==> src/rtl/scc_pkg.sv <==
// Shared constants, codes and controller/datapath interface types for the SCC core.
`default_nettype none

package scc_pkg;

    localparam int MAX_VERTICES = 32;
    localparam int VW = $clog2(MAX_VERTICES);
    localparam int CW = VW + 1;
    localparam int AW = 2 * VW;

    localparam logic [1:0] REQ_ADD    = 2'd0;
    localparam logic [1:0] REQ_REMOVE = 2'd1;
    localparam logic [1:0] REQ_CLEAR  = 2'd2;
    localparam logic [1:0] REQ_FIND   = 2'd3;

    localparam logic [1:0] ST_OK      = 2'd0;
    localparam logic [1:0] ST_RANGE   = 2'd1;
    localparam logic [1:0] ST_EXISTS  = 2'd2;
    localparam logic [1:0] ST_MISSING = 2'd3;

    typedef enum logic [4:0] {
        DP_NOP,
        DP_LOAD,
        DP_RESP,
        DP_ADD,
        DP_CLEAR,
        DP_REM,
        DP_RM_RD,
        DP_RM_CHK,
        DP_F_INIT,
        DP_F_OUTER,
        DP_F_STEP,
        DP_F_ARC,
        DP_S_INIT,
        DP_S_ROOT,
        DP_S_PUSH,
        DP_S_POP,
        DP_S_END,
        DP_FLUSH
    } dp_op_t;

    typedef struct packed {
        dp_op_t     op;
        logic [1:0] status;
    } cmd_t;

    typedef struct packed {
        logic [1:0] req;
        logic       range_err;
        logic       arc_exists;
        logic       scan_done;
        logic       outer_done;
        logic       stack_empty;
        logic       stack_one;
        logic       top_more;
        logic       fin_empty;
        logic       root_ok;
        logic       cand_any;
        logic       can_emit;
        logic       out_free;
    } stat_t;

endpackage

`default_nettype wire

==> src/rtl/scc_ctrl.sv <==
// Sequencing state machine for the SCC core.
`default_nettype none

module scc_ctrl (
    input  wire logic          aclk,
    input  wire logic          aresetn,
    input  wire logic          s_valid,
    output logic               s_ready,
    input  wire scc_pkg::stat_t stat,
    output scc_pkg::cmd_t      cmd
);

    typedef enum logic [3:0] {
        S_IDLE,
        S_DECODE,
        S_RESP,
        S_RM_RD,
        S_RM_CHK,
        S_F_OUTER,
        S_F_STEP,
        S_F_ARC,
        S_S_INIT,
        S_S_ROOT,
        S_S_STEP,
        S_S_END,
        S_FLUSH
    } state_t;

    state_t     state_reg, state_next;
    logic [1:0] resp_st_reg, resp_st_next;

    always_comb begin
        state_next   = state_reg;
        resp_st_next = resp_st_reg;
        s_ready      = 1'b0;
        cmd.op       = scc_pkg::DP_NOP;
        cmd.status   = resp_st_reg;
        unique case (state_reg)
            S_IDLE: begin
                s_ready = 1'b1;
                if (s_valid) begin
                    cmd.op     = scc_pkg::DP_LOAD;
                    state_next = S_DECODE;
                end
            end
            S_DECODE: begin
                state_next = S_RESP;
                unique case (stat.req)
                    scc_pkg::REQ_CLEAR: begin
                        cmd.op       = scc_pkg::DP_CLEAR;
                        resp_st_next = scc_pkg::ST_OK;
                    end
                    scc_pkg::REQ_FIND: begin
                        cmd.op     = scc_pkg::DP_F_INIT;
                        state_next = S_F_OUTER;
                    end
                    scc_pkg::REQ_ADD: begin
                        if (stat.range_err) begin
                            resp_st_next = scc_pkg::ST_RANGE;
                        end else if (stat.arc_exists) begin
                            resp_st_next = scc_pkg::ST_EXISTS;
                        end else begin
                            cmd.op       = scc_pkg::DP_ADD;
                            resp_st_next = scc_pkg::ST_OK;
                        end
                    end
                    default: begin
                        if (stat.range_err) begin
                            resp_st_next = scc_pkg::ST_RANGE;
                        end else if (!stat.arc_exists) begin
                            resp_st_next = scc_pkg::ST_MISSING;
                        end else begin
                            state_next = S_RM_RD;
                        end
                    end
                endcase
            end
            S_RM_RD: begin
                if (stat.scan_done) begin
                    cmd.op       = scc_pkg::DP_REM;
                    resp_st_next = scc_pkg::ST_OK;
                    state_next   = S_RESP;
                end else begin
                    cmd.op     = scc_pkg::DP_RM_RD;
                    state_next = S_RM_CHK;
                end
            end
            S_RM_CHK: begin
                cmd.op     = scc_pkg::DP_RM_CHK;
                state_next = S_RM_RD;
            end
            S_RESP: begin
                if (stat.out_free) begin
                    cmd.op     = scc_pkg::DP_RESP;
                    state_next = S_IDLE;
                end
            end
            S_F_OUTER: begin
                if (stat.outer_done) begin
                    state_next = S_S_INIT;
                end else begin
                    cmd.op     = scc_pkg::DP_F_OUTER;
                    state_next = S_F_STEP;
                end
            end
            S_F_STEP: begin
                if (stat.stack_empty) begin
                    state_next = S_F_OUTER;
                end else begin
                    cmd.op = scc_pkg::DP_F_STEP;
                    if (stat.top_more) begin
                        state_next = S_F_ARC;
                    end
                end
            end
            S_F_ARC: begin
                cmd.op     = scc_pkg::DP_F_ARC;
                state_next = S_F_STEP;
            end
            S_S_INIT: begin
                cmd.op     = scc_pkg::DP_S_INIT;
                state_next = S_S_ROOT;
            end
            S_S_ROOT: begin
                if (stat.fin_empty) begin
                    state_next = S_FLUSH;
                end else if (!stat.root_ok) begin
                    cmd.op = scc_pkg::DP_S_ROOT;
                end else if (stat.can_emit) begin
                    cmd.op     = scc_pkg::DP_S_ROOT;
                    state_next = S_S_STEP;
                end
            end
            S_S_STEP: begin
                if (stat.cand_any) begin
                    if (stat.can_emit) begin
                        cmd.op = scc_pkg::DP_S_PUSH;
                    end
                end else begin
                    cmd.op = scc_pkg::DP_S_POP;
                    if (stat.stack_one) begin
                        state_next = S_S_END;
                    end
                end
            end
            S_S_END: begin
                cmd.op     = scc_pkg::DP_S_END;
                state_next = S_S_ROOT;
            end
            S_FLUSH: begin
                if (stat.out_free) begin
                    cmd.op     = scc_pkg::DP_FLUSH;
                    state_next = S_IDLE;
                end
            end
            default: begin
                state_next = S_IDLE;
            end
        endcase
    end

    always_ff @(posedge aclk) begin
        if (!aresetn) begin
            state_reg   <= S_IDLE;
            resp_st_reg <= scc_pkg::ST_OK;
        end else begin
            state_reg   <= state_next;
            resp_st_reg <= resp_st_next;
        end
    end

endmodule

`default_nettype wire

==> config.mk <==
export PLATFORM = sky130hd
export DESIGN_NAME = scc_ctrl
export DESIGN_NICKNAME = d
export VERILOG_FILES = /design/src/rtl/scc_pkg.sv /design/src/rtl/scc_ctrl.sv
export SDC_FILE = /design/constraint.sdc
export NUM_CORES = 1
export LEC_CHECK = 0
export BUFFER_PORTS_ARGS = -buffer_cell sky130_fd_sc_hd__buf_2
export CORE_UTILIZATION = 42
export DETAILED_ROUTE_END_ITERATION = 16
export GPL_TIMING_DRIVEN = 0
export PLACE_DENSITY = 0.68
export SYNTH_ARGS = -nofsm -noshare
export SYNTH_HDL_FRONTEND = slang
export SYNTH_SLANG_ARGS = --single-unit
==> constraint.sdc <==
create_clock -name aclk -period 1.8 [get_ports aclk]
set_input_delay 0.36 -clock aclk [delete_from_list [all_inputs] [get_ports aclk]]
set_output_delay 0.36 -clock aclk [all_outputs]
set_load 0.05 [all_outputs]
==> impl_metrics.toml <==
[sta]
slew_violations = 0
fmax_ghz = 0.4837
fin_skew_ns = 0.007377
fin_ws_ns = -0.2673
setup_tns_ns = -0.7838
rsz0062_at_grt = "yes"
fin_crit_ns = 2.067
fin_crit_sh_pct = 114.9
worst_pin_slew_ns = 0.3632
whs_ns = 0.4269
slew_headroom_pct = 75.78
final_hold_viol_count = 0
setup_viol_count_final = 4

[detailed_routing]
avgRoutedWirePerCell_um = 15.53
firstDrtPassIters = 4
viasPerCell = 5.804
ant_nets = 0
drt_drc_violations_left = 0
vias = 1097
drt_iter0_drc = 40
routed_wirelength_um = 2936

[setup_path]
cp_data_required_time_ns = 1.44
r2r_start = "state_reg[3]$_SDFFE_PN0P_"
crit_start = "stat[11]"
worstPathMaxFanout = 2
crit_arrival_ns = 1.71
worstSetupStartpointType = "input port"
critPathKind = "input port to output port"
endpoint_kind = "output port"

[final_layout]
largest_reg_flops = 4
fin_util_pct = 75.25
layout-drive-gt1-share_pct = 48.78
nets = 182
layout_common_cells = "buf_4 (20), buf_2 (17), nand2_1 (11)"
insertedDiodeCount = 0
final_common_cell = "buf_4"
syn_to_final_growth_pct = 64.24

[grt]
grt_pass1_wl_um = 4271
antenna_found_initial = 0
grt_pass1_vias = 957
gr-usage-all-layers_pct = 28.91
grt_overflow_total = 0
grt_max_degree = 11

[cts]
cts_tree = "yes"
hold_buffers = 0
clockRootBuffer = "clkbuf_4"
htreeDepth = 1
clock_sinks = 6
clk-insertion-delay-late_ns = 0.24
clk_pin_slew_worst_paths_ns = 0.05
cts_buffers = 3
cts_buffer_depth = 2

[hold_path]
hp-class = "input port to flop"
hp-start = "aresetn"

[logic_synthesis]
synthesis.area_um2 = 808.3
synth_cell_type_count = 44
synth-warning-count = 0
synthArstFlopShare_pct = 0
ys_seq_area_share_pct = 14.86
synth-seq-cells = 6
synth_nets = 132
syn_inst = 115
avgSynthCellArea_um2 = 7.028
synth_flop_cell = "dfxtp_1"
synth-edff-count = 0

[power_and_ir_drop]
max-vdd-ir-drop_mv = 1.090
total_power_mw = 1.926
power.static_leakage_nw = 0.5986
p_per_area_nw_per_um2 = 1451

[die]
ios = 25
die_area_um2 = 2104
initial_utilization_pct = 45.82
core_area_um2 = 1764
die_w_um = 45.87
rows = 15
dieHeight_um = 45.87

[placement]
place_hpwl_um = 1835
io_buffers = 24
dp_slack_ns = -0.3731
place_congestion = 0.9405

[status]
outcome = "finished, violations left"
violations = "setup timing"

[job]
max_cap_violations = 0
synth_stat cells, types with 3 or more instances:
master	count	area share, %
mux2i_1	3	3.7
nor2_1	9	4.2
dfxtp_1	6	15
inv_1	8	3.7
nor2b_1	7	5.4
nand2b_1	4	3.1
nor3_1	5	3.1
o21ai_0	8	5.0
a21oi_1	9	5.6
nand2_1	11	5.1
cell type report:
class	instances	area [µm²]
clock buffer	4	26.28
multi-input combinational	94	694.4
tap	25	31.28
fill	151	436.7
buffer	6	71.32
sequential	6	131.4
timing repair buffer	45	336.6
inverter	9	36.28
where the power goes:
group / internal, mW / switching, mW / leakage [nW]
clock: 0.0838 / 0.0457 / 0.0150
combinational: 0.718 / 0.840 / 0.533
sequential: 0.187 / 0.0516 / 0.0510
stage by stage:
step,cells,area [µm²]
after floorplan,115,839.6
after detailed placement,164,991.0
after global placement,164,991.0
after CTS,181,1197
final,189,1328
after global routing,189,1328
metal layers:
metal | track usage [%] | wire [µm] | vias up
li1 | - | - | 519
met1 | 34.99 | 1157 | 502
met2 | 49.01 | 1459 | 58
met3 | 2.778 | 182 | 18
met4 | 16.47 | 136 | 0
met5 | 0 | 0 | -
path summary, 6_finish.rpt:
kind | endpoint | slack [ns] | cells after the start
max | cmd[3] | -0.27 | 7
min | state_reg[0]$_SDFFE_PN0P_ | 0.43 | 3
max reg2reg | state_reg[1]$_SDFFE_PN0P_ | 0.12 | 8
min reg2reg | resp_st_reg[1]$_SDFFE_PN0P_ | 0.52 | 2
cell families after synthesis:
family,synth area share [%]
flops,14.86
simple gates,34.37
buf+inv,9.132
mux,5.572
compound gates,36.07
worst max-delay path, cell delays in order:
cell     delay (ns)
buf_6          0.09
or4_4          0.55
buf_6          0.13
o22ai_2        0.14
a32oi_1        0.08
o32ai_2        0.16
buf_6          0.20
timing repair:
item	4_1_cts	5_1_grt
gates resized for setup	27	18
pin swaps	9	11
buffers inserted	12	8
setup endpoints to repair	6	5
cloned	1	0
Power figures use the tool's default switching activity.
